## src/hdl/assert_macros.svh

```systemverilog
// assertion macros used by the top-level rtl file
`ifndef ASSERT_MACROS_SVH
`define ASSERT_MACROS_SVH

`ifndef SYNTHESIS

// property must hold at every clock edge outside reset
`define DRT_ASSERT(lbl, clk, rstn, prop) \
  lbl: assert property (@(posedge clk) disable iff (!rstn) prop) \
    else $error("drt assertion failed");

// condition must never be true outside reset
`define DRT_NEVER(lbl, clk, rstn, cond) \
  `DRT_ASSERT(lbl, clk, rstn, !(cond))

`else

`define DRT_ASSERT(lbl, clk, rstn, prop)
`define DRT_NEVER(lbl, clk, rstn, cond)

`endif

`endif

```

## src/hdl/drt_pkg.sv

```systemverilog
// shared types, codes and box helpers of the dirty rectangle tracker
`timescale 1ns / 1ps

package drt_pkg;

  localparam int MAX_RECTS_DEFAULT = 16;
  localparam int CoordW = 15;
  localparam int InW = 16;
  localparam int CountOutW = 7;
  localparam int IndexInW = 6;

  // item modes
  localparam logic [1:0] MODE_MARK  = 2'd0;
  localparam logic [1:0] MODE_READ  = 2'd1;
  localparam logic [1:0] MODE_CLEAR = 2'd2;

  // configuration register indexes
  localparam logic CFG_FRAME_WIDTH  = 1'b0;
  localparam logic CFG_FRAME_HEIGHT = 1'b1;

  typedef struct packed {
    logic [CoordW-1:0] x;
    logic [CoordW-1:0] y;
    logic [CoordW-1:0] w;
    logic [CoordW-1:0] h;
  } box_t;

  // controller to datapath
  typedef struct packed {
    logic load;
    logic clear;
    logic rd_idx;
    logic scan_rd;
    logic scan_next;
    logic scan_hit;
    logic c_rd;
    logic c_next;
    logic c_absorb;
    logic rd_last;
    logic move_wr;
    logic wb;
    logic place;
    logic set_dirty;
    logic latch_out;
  } cmd_t;

  // datapath to controller
  typedef struct packed {
    logic drop;
    logic read_ok;
    logic cnt_zero;
    logic i_last;
    logic scan_touch;
    logic casc_touch;
    logic j_end;
    logic j_is_tgt;
    logic need_move;
  } sts_t;

  // overlap or shared edge on both axes
  function automatic logic box_touch(box_t a, box_t b);
    logic [CoordW:0] ar;
    logic [CoordW:0] br;
    logic [CoordW:0] ab;
    logic [CoordW:0] bb;
    ar = {1'b0, a.x} + {1'b0, a.w};
    br = {1'b0, b.x} + {1'b0, b.w};
    ab = {1'b0, a.y} + {1'b0, a.h};
    bb = {1'b0, b.y} + {1'b0, b.h};
    return ({1'b0, a.x} <= br) && ({1'b0, b.x} <= ar) &&
           ({1'b0, a.y} <= bb) && ({1'b0, b.y} <= ab);
  endfunction

  // bounding box of two boxes, extents wrap to coordinate width
  function automatic box_t box_grow(box_t t, box_t s);
    box_t res;
    logic [CoordW:0] tr;
    logic [CoordW:0] sr;
    logic [CoordW:0] tb;
    logic [CoordW:0] sb;
    logic [CoordW:0] rr;
    logic [CoordW:0] rb;
    logic [CoordW:0] dw;
    logic [CoordW:0] dh;
    tr = {1'b0, t.x} + {1'b0, t.w};
    sr = {1'b0, s.x} + {1'b0, s.w};
    tb = {1'b0, t.y} + {1'b0, t.h};
    sb = {1'b0, s.y} + {1'b0, s.h};
    rr = (tr > sr) ? tr : sr;
    rb = (tb > sb) ? tb : sb;
    res.x = (t.x < s.x) ? t.x : s.x;
    res.y = (t.y < s.y) ? t.y : s.y;
    dw = rr - {1'b0, res.x};
    dh = rb - {1'b0, res.y};
    res.w = dw[CoordW-1:0];
    res.h = dh[CoordW-1:0];
    return res;
  endfunction

endpackage

```

## src/hdl/drt_ctrl.sv

```systemverilog
// sequencing state machine of the dirty rectangle tracker
`timescale 1ns / 1ps

module drt_ctrl import drt_pkg::*; (
  input  logic       clk_i,
  input  logic       rst_ni,
  input  logic       start,
  input  logic [1:0] mode_i,
  input  sts_t       sts_i,
  output cmd_t       cmd_o,
  output logic       busy,
  output logic       done_o
);

  typedef enum logic [9:0] {
    S_IDLE     = 10'b0000000001,
    S_SCAN_RD  = 10'b0000000010,
    S_SCAN_CHK = 10'b0000000100,
    S_PLACE    = 10'b0000001000,
    S_C_RD     = 10'b0000010000,
    S_C_CHK    = 10'b0000100000,
    S_C_MOVE   = 10'b0001000000,
    S_C_WB     = 10'b0010000000,
    S_R_WAIT   = 10'b0100000000,
    S_DONE     = 10'b1000000000
  } state_e;

  state_e state_q, state_d;

  always_comb begin
    cmd_o   = '0;
    state_d = state_q;
    unique case (state_q)
      S_IDLE: begin
        if (start) begin
          cmd_o.load = 1'b1;
          unique case (mode_i)
            MODE_MARK: begin
              if (sts_i.drop) begin
                state_d = S_DONE;
              end else if (sts_i.cnt_zero) begin
                state_d = S_PLACE;
              end else begin
                state_d = S_SCAN_RD;
              end
            end
            MODE_READ: begin
              if (sts_i.read_ok) begin
                cmd_o.rd_idx = 1'b1;
                state_d = S_R_WAIT;
              end else begin
                state_d = S_DONE;
              end
            end
            MODE_CLEAR: begin
              cmd_o.clear = 1'b1;
              state_d = S_DONE;
            end
            default: begin
              state_d = S_DONE;
            end
          endcase
        end
      end
      S_SCAN_RD: begin
        cmd_o.scan_rd = 1'b1;
        state_d = S_SCAN_CHK;
      end
      S_SCAN_CHK: begin
        if (sts_i.scan_touch) begin
          cmd_o.scan_hit = 1'b1;
          state_d = S_C_RD;
        end else if (sts_i.i_last) begin
          state_d = S_PLACE;
        end else begin
          cmd_o.scan_next = 1'b1;
          state_d = S_SCAN_RD;
        end
      end
      S_PLACE: begin
        cmd_o.place     = 1'b1;
        cmd_o.set_dirty = 1'b1;
        state_d = S_DONE;
      end
      S_C_RD: begin
        if (sts_i.j_end) begin
          state_d = S_C_WB;
        end else if (sts_i.j_is_tgt) begin
          cmd_o.c_next = 1'b1;
        end else begin
          cmd_o.c_rd = 1'b1;
          state_d = S_C_CHK;
        end
      end
      S_C_CHK: begin
        if (sts_i.casc_touch) begin
          cmd_o.c_absorb = 1'b1;
          if (sts_i.need_move) begin
            // fetch the last entry to refill the absorbed slot
            cmd_o.rd_last = 1'b1;
            state_d = S_C_MOVE;
          end else begin
            state_d = S_C_RD;
          end
        end else begin
          cmd_o.c_next = 1'b1;
          state_d = S_C_RD;
        end
      end
      S_C_MOVE: begin
        cmd_o.move_wr = 1'b1;
        state_d = S_C_RD;
      end
      S_C_WB: begin
        cmd_o.wb        = 1'b1;
        cmd_o.set_dirty = 1'b1;
        state_d = S_DONE;
      end
      S_R_WAIT: begin
        cmd_o.latch_out = 1'b1;
        state_d = S_DONE;
      end
      S_DONE: begin
        state_d = S_IDLE;
      end
      default: begin
        state_d = S_IDLE;
      end
    endcase
  end

  always_ff @(posedge clk_i or negedge rst_ni) begin
    if (!rst_ni) begin
      state_q <= S_IDLE;
    end else begin
      state_q <= state_d;
    end
  end

  assign busy   = (state_q != S_IDLE);
  assign done_o = (state_q == S_DONE);

endmodule

```

## src/hdl/drt_dp.sv

```systemverilog
// entry memory, working boxes, counters and frame size of the tracker
`timescale 1ns / 1ps

module drt_dp import drt_pkg::*; #(
  parameter int MAX_RECTS = MAX_RECTS_DEFAULT
) (
  input  logic                 clk_i,
  input  logic                 rst_ni,
  input  logic                 cfg_we_i,
  input  logic                 cfg_idx_i,
  input  logic [CoordW-1:0]    cfg_data_i,
  input  logic [InW-1:0]       rect_x_i,
  input  logic [InW-1:0]       rect_y_i,
  input  logic [InW-1:0]       rect_w_i,
  input  logic [InW-1:0]       rect_h_i,
  input  logic [IndexInW-1:0]  entry_index_i,
  input  cmd_t                 cmd_i,
  output sts_t                 sts_o,
  output logic                 any_dirty_o,
  output logic [CountOutW-1:0] entry_count_o,
  output logic                 entry_valid_o,
  output logic [CoordW-1:0]    out_x_o,
  output logic [CoordW-1:0]    out_y_o,
  output logic [CoordW-1:0]    out_w_o,
  output logic [CoordW-1:0]    out_h_o
);

  localparam int IdxW = (MAX_RECTS > 1) ? $clog2(MAX_RECTS) : 1;
  localparam int CntW = $clog2(MAX_RECTS + 1);

  box_t mem_q [MAX_RECTS];
  box_t rdata_q;

  logic [CoordW-1:0] fw_q, fh_q;
  logic [CntW-1:0]   cnt_q, i_q, j_q;
  logic [IdxW-1:0]   tgt_q;
  logic              dirty_q, valid_q;
  box_t              r_q, t_q, out_q;

  logic [CntW-1:0] last;
  logic            full;
  logic            tgt_last;
  box_t            clip_box;
  box_t            grow_scan, grow_casc;
  logic [InW:0]    mx, my, mxc, myc, wc, hc;
  logic            rd_en, wr_en;
  logic [IdxW-1:0] rd_addr, wr_addr;
  box_t            wr_data;

  assign last     = cnt_q - 1'b1;
  assign full     = (cnt_q >= CntW'(MAX_RECTS));
  assign tgt_last = (CntW'(tgt_q) == last);

  // clip the incoming box to the frame
  always_comb begin
    mx  = {1'b0, rect_x_i} + {1'b0, rect_w_i};
    my  = {1'b0, rect_y_i} + {1'b0, rect_h_i};
    mxc = (mx > (InW+1)'(fw_q)) ? (InW+1)'(fw_q) : mx;
    myc = (my > (InW+1)'(fh_q)) ? (InW+1)'(fh_q) : my;
    wc  = mxc - {1'b0, rect_x_i};
    hc  = myc - {1'b0, rect_y_i};
    clip_box.x = rect_x_i[CoordW-1:0];
    clip_box.y = rect_y_i[CoordW-1:0];
    clip_box.w = wc[CoordW-1:0];
    clip_box.h = hc[CoordW-1:0];
  end

  assign grow_scan = box_grow(rdata_q, r_q);
  assign grow_casc = box_grow(t_q, rdata_q);

  always_comb begin
    sts_o.drop = (fw_q == '0) || (fh_q == '0) || (rect_w_i == '0) || (rect_h_i == '0) ||
                 (rect_x_i >= {1'b0, fw_q}) || (rect_y_i >= {1'b0, fh_q});
    sts_o.read_ok    = ({1'b0, entry_index_i} < CountOutW'(cnt_q)) &&
                       ({1'b0, entry_index_i} < CountOutW'(MAX_RECTS));
    sts_o.cnt_zero   = (cnt_q == '0);
    sts_o.i_last     = (({1'b0, i_q} + 1'b1) == {1'b0, cnt_q});
    sts_o.scan_touch = box_touch(rdata_q, r_q);
    sts_o.casc_touch = box_touch(t_q, rdata_q);
    sts_o.j_end      = (j_q >= cnt_q);
    sts_o.j_is_tgt   = (j_q == CntW'(tgt_q));
    sts_o.need_move  = !tgt_last && (j_q != last);
  end

  // single read port and single write port of the entry memory
  always_comb begin
    rd_en   = cmd_i.rd_idx | cmd_i.scan_rd | cmd_i.c_rd | cmd_i.rd_last;
    rd_addr = i_q[IdxW-1:0];
    if (cmd_i.rd_idx) begin
      rd_addr = entry_index_i[IdxW-1:0];
    end else if (cmd_i.c_rd) begin
      rd_addr = j_q[IdxW-1:0];
    end else if (cmd_i.rd_last) begin
      rd_addr = last[IdxW-1:0];
    end
    wr_en   = cmd_i.move_wr | cmd_i.wb | cmd_i.place;
    wr_addr = j_q[IdxW-1:0];
    wr_data = rdata_q;
    if (cmd_i.wb) begin
      wr_addr = tgt_q;
      wr_data = t_q;
    end else if (cmd_i.place) begin
      if (full) begin
        // table full: collapse to one full-frame entry
        wr_addr = '0;
        wr_data = '{x: '0, y: '0, w: fw_q, h: fh_q};
      end else begin
        wr_addr = cnt_q[IdxW-1:0];
        wr_data = r_q;
      end
    end
  end

  always_ff @(posedge clk_i) begin
    if (wr_en) begin
      mem_q[wr_addr] <= wr_data;
    end
    if (rd_en) begin
      rdata_q <= mem_q[rd_addr];
    end
  end

  always_ff @(posedge clk_i or negedge rst_ni) begin
    if (!rst_ni) begin
      fw_q    <= '0;
      fh_q    <= '0;
      cnt_q   <= '0;
      dirty_q <= 1'b0;
      i_q     <= '0;
      j_q     <= '0;
      tgt_q   <= '0;
      valid_q <= 1'b0;
    end else begin
      if (cfg_we_i) begin
        unique case (cfg_idx_i)
          CFG_FRAME_WIDTH:  fw_q <= cfg_data_i;
          CFG_FRAME_HEIGHT: fh_q <= cfg_data_i;
          default: ;
        endcase
      end
      if (cmd_i.load) begin
        i_q     <= '0;
        valid_q <= 1'b0;
      end
      if (cmd_i.latch_out) begin
        valid_q <= 1'b1;
      end
      if (cmd_i.clear) begin
        cnt_q   <= '0;
        dirty_q <= 1'b0;
      end
      if (cmd_i.set_dirty) begin
        dirty_q <= 1'b1;
      end
      if (cmd_i.scan_next) begin
        i_q <= i_q + 1'b1;
      end
      if (cmd_i.scan_hit) begin
        tgt_q <= i_q[IdxW-1:0];
        j_q   <= '0;
      end
      if (cmd_i.c_next) begin
        j_q <= j_q + 1'b1;
      end
      if (cmd_i.c_absorb) begin
        // grown entry was last: it moves into the absorbed slot
        if (tgt_last) begin
          tgt_q <= j_q[IdxW-1:0];
        end
        if (!sts_o.need_move) begin
          cnt_q <= cnt_q - 1'b1;
          j_q   <= '0;
        end
      end
      if (cmd_i.move_wr) begin
        cnt_q <= cnt_q - 1'b1;
        j_q   <= '0;
      end
      if (cmd_i.place) begin
        cnt_q <= full ? CntW'(1) : cnt_q + 1'b1;
      end
    end
  end

  always_ff @(posedge clk_i) begin
    if (cmd_i.load) begin
      r_q   <= clip_box;
      out_q <= '0;
    end
    if (cmd_i.latch_out) begin
      out_q <= rdata_q;
    end
    if (cmd_i.scan_hit) begin
      t_q <= grow_scan;
    end
    if (cmd_i.c_absorb) begin
      t_q <= grow_casc;
    end
  end

  assign any_dirty_o   = dirty_q;
  assign entry_count_o = CountOutW'(cnt_q);
  assign entry_valid_o = valid_q;
  assign out_x_o       = out_q.x;
  assign out_y_o       = out_q.y;
  assign out_w_o       = out_q.w;
  assign out_h_o       = out_q.h;

endmodule

```

## src/hdl/dirty_rectangle_tracker_top.sv

```systemverilog
// top level of the dirty rectangle tracker: controller, datapath and checks
// clear, unused mode, dropped mark, out-of-range read: result in the cycle after accept
// read: S_R_WAIT, then S_DONE; the next item is taken in the cycle after any result
// mark: S_SCAN_RD, S_SCAN_CHK per entry scanned, S_PLACE to append; on a hit absorb passes
//   (S_C_RD, S_C_CHK per entry, S_C_RD skips grown entry, S_C_MOVE refills), then S_C_WB
// reset clears count, dirty flag, frame size and controller; entry memory is not cleared
`timescale 1ns / 1ps
`include "assert_macros.svh"

module dirty_rectangle_tracker_top import drt_pkg::*; #(
  parameter int MAX_RECTS = MAX_RECTS_DEFAULT
) (
  input  logic                 clk_i,
  input  logic                 rst_ni,
  input  logic                 cfg_we_i,
  input  logic                 cfg_idx_i,
  input  logic [CoordW-1:0]    cfg_data_i,
  input  logic                 start,
  output logic                 busy,
  input  logic [1:0]           mode_i,
  input  logic [InW-1:0]       rect_x_i,
  input  logic [InW-1:0]       rect_y_i,
  input  logic [InW-1:0]       rect_w_i,
  input  logic [InW-1:0]       rect_h_i,
  input  logic [IndexInW-1:0]  entry_index_i,
  output logic                 done_o,
  output logic                 any_dirty_o,
  output logic [CountOutW-1:0] entry_count_o,
  output logic                 entry_valid_o,
  output logic [CoordW-1:0]    out_x_o,
  output logic [CoordW-1:0]    out_y_o,
  output logic [CoordW-1:0]    out_w_o,
  output logic [CoordW-1:0]    out_h_o
);

  cmd_t cmd;
  sts_t sts;

  drt_ctrl u_ctrl (
    .clk_i  (clk_i),
    .rst_ni (rst_ni),
    .start  (start),
    .mode_i (mode_i),
    .sts_i  (sts),
    .cmd_o  (cmd),
    .busy   (busy),
    .done_o (done_o)
  );

  drt_dp #(
    .MAX_RECTS (MAX_RECTS)
  ) u_dp (
    .clk_i         (clk_i),
    .rst_ni        (rst_ni),
    .cfg_we_i      (cfg_we_i),
    .cfg_idx_i     (cfg_idx_i),
    .cfg_data_i    (cfg_data_i),
    .rect_x_i      (rect_x_i),
    .rect_y_i      (rect_y_i),
    .rect_w_i      (rect_w_i),
    .rect_h_i      (rect_h_i),
    .entry_index_i (entry_index_i),
    .cmd_i         (cmd),
    .sts_o         (sts),
    .any_dirty_o   (any_dirty_o),
    .entry_count_o (entry_count_o),
    .entry_valid_o (entry_valid_o),
    .out_x_o       (out_x_o),
    .out_y_o       (out_y_o),
    .out_w_o       (out_w_o),
    .out_h_o       (out_h_o)
  );

  // an accepted item always occupies the block, and a result frees it
  `DRT_ASSERT(a_accept_busy, clk_i, rst_ni, start && !busy |=> busy)
  `DRT_ASSERT(a_done_frees, clk_i, rst_ni, done_o |=> !busy)
  `DRT_NEVER(a_done_idle, clk_i, rst_ni, done_o && !busy)
  `DRT_NEVER(a_count_range, clk_i, rst_ni, entry_count_o > CountOutW'(MAX_RECTS))
  `DRT_NEVER(a_valid_needs_entry, clk_i, rst_ni,
             done_o && entry_valid_o && (entry_count_o == '0))

endmodule
```

## config.mk

```make
export PLATFORM = sky130hd
export DESIGN_NAME = dirty_rectangle_tracker_top
export DESIGN_NICKNAME = d
export VERILOG_FILES = /design/src/hdl/drt_pkg.sv /design/src/hdl/drt_ctrl.sv /design/src/hdl/drt_dp.sv /design/src/hdl/dirty_rectangle_tracker_top.sv
export VERILOG_INCLUDE_DIRS = /design/src /design/src/hdl
export SDC_FILE = /design/constraint.sdc
export NUM_CORES = 2
export LEC_CHECK = 0
export ABC_CLOCK_PERIOD_IN_PS = 18200
export BUFFER_PORTS_ARGS = -buffer_cell sky130_fd_sc_hd__buf_4
export CORE_MARGIN = 2
export CORE_UTILIZATION = 50
export DETAILED_ROUTE_END_ITERATION = 8
export GPL_ROUTABILITY_DRIVEN = 0
export PLACE_DENSITY = 0.66
export SLEW_MARGIN = 5
export SYNTH_ARGS = -nofsm -noshare
export SYNTH_HDL_FRONTEND = slang
export SYNTH_SLANG_ARGS = --single-unit
```

## constraint.sdc

```tcl
create_clock -name clk_i -period 18.2 [get_ports clk_i]
set_clock_uncertainty 0.05 [all_clocks]
set_input_delay 2.73 -clock clk_i [delete_from_list [all_inputs] [get_ports clk_i]]
set_output_delay 2.73 -clock clk_i [all_outputs]
set_load 0.1 [all_outputs]
```

==> metrics.md <==
| Metric | Value |
|---|---|
| Global router's overall resource usage | 0.279 |
| Netlist area before placement | 68000 sq um |
| Timing startpoint of the critical path | u_dp.rdata_q[30]$_DFFE_PP_ |
| Max H-tree Level | 4 |
| Effective utilization at floorplan | 0.503 |
| Post-detail-place hpwl | 129000 microns |
| Area growth from synthesis to layout | 11.4% |
| DIE WIDTH | 373 microns |
| Placed cell area | 71400 sq um |
| Startpoint type of the worst setup path | register |
| Switching pwr | 2.20 mW |
| Worst Hold Launch | u_dp.any_dirty_o$_DFFE_PN0P_ |
| Worst vdd ir | 0.0722 mV |
| Clock share of power | 0.360 |
| Number of standard cells in the final layout excluding fillers | 7712 |
| Drt total wl | 197000 microns |
| Clock network latency to the later pin of the worst-skew pair | 0.80 ns |
| Fraction of registers with async set/reset | 0.0484 |
| Unique cell type count in the Yosys netlist | 87 |
| Count of buffers inserted at the top-level ports | 160 |
| Setup violations, final | 0 |
| Required @ worst endpoint | 18.80 ns |
| Number of global-route vias before repair | 44700 |
| Sum of met3 wire segment lengths after detailed routing | 14800 microns |
| Cell taking the most area after synthesis | sky130_fd_sc_hd__edfxtp_1 |
| Final worst slack | 8.36 ns |
| Number of cell instances on the worst register-to-register path | 29 |
| DR iter-0 viols | 5550 |
| Top flip-flop cell by instance count after synthesis | sky130_fd_sc_hd__edfxtp_1 |
| Detail Route met2 WL | 91200 microns |
| Number of antenna violations at the first check in global routing | 6 |
| CP endpoint | u_dp.rdata_q[16]$_DFFE_PP_ |
| Sequential-to-total area share from yosys stat | 0.552 |
| Endpoint arrival time on the critical path | 10.44 ns |
| Internal power | 5.40 mW |
| Grt total ovfl | 0 |
| Number of buffers added to fix hold violations after cts | 0 |
| Global-route wire length before repair | 290000 microns |
| CTS tree | built |
| Pre-Repair DR Iteration Count | 6 |
| Worst R2R End | u_dp.rdata_q[16]$_DFFE_PP_ |
| Synthesis-stage register bit count | 1261 |
| Number of pins exceeding their max-slew limit in the final report | 0 |
| Fraction of layout cells with a size suffix above 1 | 0.0977 |
| Longest Clk Path Bufs | 3 |
| Critical Setup Path Class | register to register |
| Number of standard cells after synthesis | 5635 |
| Sw frac | 0.289 |
| Routed met1 length | 84400 microns |
| Flop pwr share | 0.438 |
| Count of standard-cell rows | 135 |
| Area of the placeable core | 135000 sq um |
| Tightest slew margin relative to the limit | 0.0901 |
| Die span in y | 373 microns |
| Clock-pin slew reported for the worst setup and hold paths after clock tree synthesis | 0.06 ns |
| Slew @ Worst Pin | 1.36 ns |
| Routed vias/inst | 6.04 |
| Count of antenna-violating nets left after detailed routing | 0 |
| Crit-path most repeated cell | sky130_fd_sc_hd__a21oi_1 |
| Setup slack after placement | 7.93 ns |
| Pwr/cell area | 100 nW/um^2 |
| CP max stage cell | sky130_fd_sc_hd__buf_4 |
| Die Outline Area | 139000 sq um |
| CTS Root Buffer Type | sky130_fd_sc_hd__clkbuf_16 |
| Worst Path Max Fanout | 128 |
| Number of vias in the routed layout | 46500 |
| Final standard cell utilization of the core | 0.560 |
| Final critical-path required period | 9.84 ns |
| Highest Clock Rate | 102 MHz |
| Maximum cell stage delay along the critical path | 0.80 ns |
| Share of power burned in combinational logic | 0.202 |
| Capturing element type of the critical path | register |
| Placed cell count | 7466 |
| Maximum number of pins on one net before global-route repair | 136 |
| Number of DRC violations after detailed routing | 0 |
| Endpoints failing hold | 0 |
| Area contributors post-synth | sky130_fd_sc_hd__edfxtp_1 (53%), sky130_fd_sc_hd__ha_1 (9.5%), sky130_fd_sc_hd__mux2i_1 (7.4%) |
| Number of setup buffers added after CTS | 0 |
| Setup TNS Final | 0 ns |
| Clock Sink Count | 1261 |
| Hold Crit Class | register to register |
| Cts repair resizes | 0 |
| Yosys synthesis warning count | 0 |
| WHS | 0.467 ns |
| R2r startpoint | u_dp.rdata_q[30]$_DFFE_PP_ |
| Post-route cell area | 75800 sq um |
| Slack of the worst reg-to-reg path | 8.36 ns |
| Top-level port count | 163 |
| # fillers | 11100 |
| Inserted Clock Buffers | 136 |
| RSZ-0062 raised after global routing | false |
| Synthesized area divided by synthesized cell count | 12.1 sq um |
| Area share of the largest cell type after synthesis | 0.530 |
| Count of maximum capacitance violations | 0 |
| Power, Total | 7.60 mW |
| Highest metal layer used by the detailed router | met5 |
| Number of nets in the finished design | 6444 |
| EDFF count, synth | 1200 |
| Per-cell routed wire length | 25.6 microns |
| Result of the run | complete, no violations |
| Period utilisation layout | 0.541 |
| Cell leakage power | 28.0 nW |
-- logic make-up (layout without fill, tap and decap cells) --
kind of cell | count (synthesis) | after routing | share of synthesized area
AO/OA/AOI/OAI | 1055 | 1055 | 0.0988
XOR/XNOR | 177 | 177 | 0.0228
adder cells (fa/ha/maj) | 533 | 533 | 0.0995
buffers and inverters | 521 | 814 | 0.0334
flip-flops | 1261 | 1261 | 0.552
multiplexers | 568 | 568 | 0.0887
other | 1 | 4 | 0.0000551
AND/OR/NAND/NOR | 1519 | 1519 | 0.105
-- worst min path at each step --
stage | end | slack (ns) | depth (start not counted)
floorplan | u_dp.fh_q[2]$_DFFE_PN0P_ | 0.48 | 1
global placement | u_dp.any_dirty_o$_DFFE_PN0P_ | 0.43 | 2
detailed placement | u_dp.any_dirty_o$_DFFE_PN0P_ | 0.46 | 2
CTS | u_dp.any_dirty_o$_DFFE_PN0P_ | 0.47 | 2
global route | u_dp.any_dirty_o$_DFFE_PN0P_ | 0.50 | 2
finish | u_dp.any_dirty_o$_DFFE_PN0P_ | 0.47 | 2
-- Yosys cell counts, drive strengths merged (74+ instances only) --
library cell and instances:
a21o 126, a21oi 302, buf 105, clkbuf 116
edfxtp 1200, ha 515, inv 300, mux2i 503
nand2 593, nand3 205, nand4 90, nor2 261
nor3 74, o21ai 265, xnor2 126
-- cell type report --
| type | instances | area (sq um) | share of cell area |
|---|---|---|---|
| multi-input combinational | 3854 | 28400 | 0.375 |
| sequential | 1261 | 37600 | 0.496 |
| inverter | 300 | 1130 | 0.0149 |
| antenna | 2 | 5.00 | 0.0000660 |
| tap | 1781 | 2230 | 0.0294 |
| timing repair buffer | 270 | 2060 | 0.0272 |
| clock buffer | 163 | 3570 | 0.0471 |
| clock inverter | 81 | 806 | 0.0106 |
-- flip-flops by register name, summed over array words and instances (netlist names), 10 cells and up --
name / count
u_ctrl.state_q: 10
u_dp.fh_q: 15
u_dp.fw_q: 15
u_dp.mem_q: 960
u_dp.out_h_o: 15
u_dp.out_w_o: 15
u_dp.out_x_o: 15
u_dp.out_y_o: 15
u_dp.r_q: 60
u_dp.rdata_q: 60
u_dp.t_q: 60
-- power by group through the flow --
| stage | logic (mW) | clock network (mW) | registers (mW) |
|---|---|---|---|
| finish | 1.54 | 2.74 | 3.33 |
| floorplan | 1.04 | 0 | 3.44 |
| global placement | 1.49 | 0 | 3.39 |
| detailed placement | 1.52 | 0 | 3.38 |
| global route | 1.71 | 2.87 | 3.33 |
| CTS | 1.53 | 2.76 | 3.33 |
-- metal layers --
| layer | GRT usage | up-vias |
|---|---|---|
| li1 | - | 21400 |
| met1 | 0.394 | 22900 |
| met2 | 0.442 | 1897 |
| met3 | 0.0378 | 334 |
| met4 | 0.101 | 6 |
| met5 | 0 | - |
-- critical path, delay by kind of cell, from the launching register on --
| kind | cells | cell delay, ns |
|---|---|---|
| AOI/OAI and AO/OA | 15 | 3.30 |
| buffers and inverters | 5 | 2.77 |
| and+or+nand+nor | 5 | 1.35 |
| adders and majority gates | 3 | 1.02 |
| DFF | 1 | 0.54 |
| xor gates and xnor gates | 1 | 0.35 |
-- layout by cell type, fill, tap and decap left out, types with 36 or more instances in the layout --
cell type                      n
sky130_fd_sc_hd__ha_1        515
sky130_fd_sc_hd__nor2b_1      55
sky130_fd_sc_hd__xnor2_1     126
sky130_fd_sc_hd__o21ai_0     227
sky130_fd_sc_hd__dfrtp_1      59
sky130_fd_sc_hd__nand4_1      90
sky130_fd_sc_hd__a211oi_1     36
sky130_fd_sc_hd__mux2i_1     503
sky130_fd_sc_hd__nand2b_1     47
sky130_fd_sc_hd__buf_4       267
sky130_fd_sc_hd__xor2_1       51
sky130_fd_sc_hd__a21o_1      126
sky130_fd_sc_hd__edfxtp_1   1200
sky130_fd_sc_hd__clkbuf_16   138
sky130_fd_sc_hd__inv_1       299
sky130_fd_sc_hd__and2_1       58
sky130_fd_sc_hd__o21a_1       53
sky130_fd_sc_hd__clkinv_1     42
sky130_fd_sc_hd__nand2_1     592
sky130_fd_sc_hd__nor2_1      244
sky130_fd_sc_hd__nor3_1       73
sky130_fd_sc_hd__nand3_1     205
sky130_fd_sc_hd__mux2_2       42
sky130_fd_sc_hd__a21oi_1     300
Power figures use the tool's default switching activity.
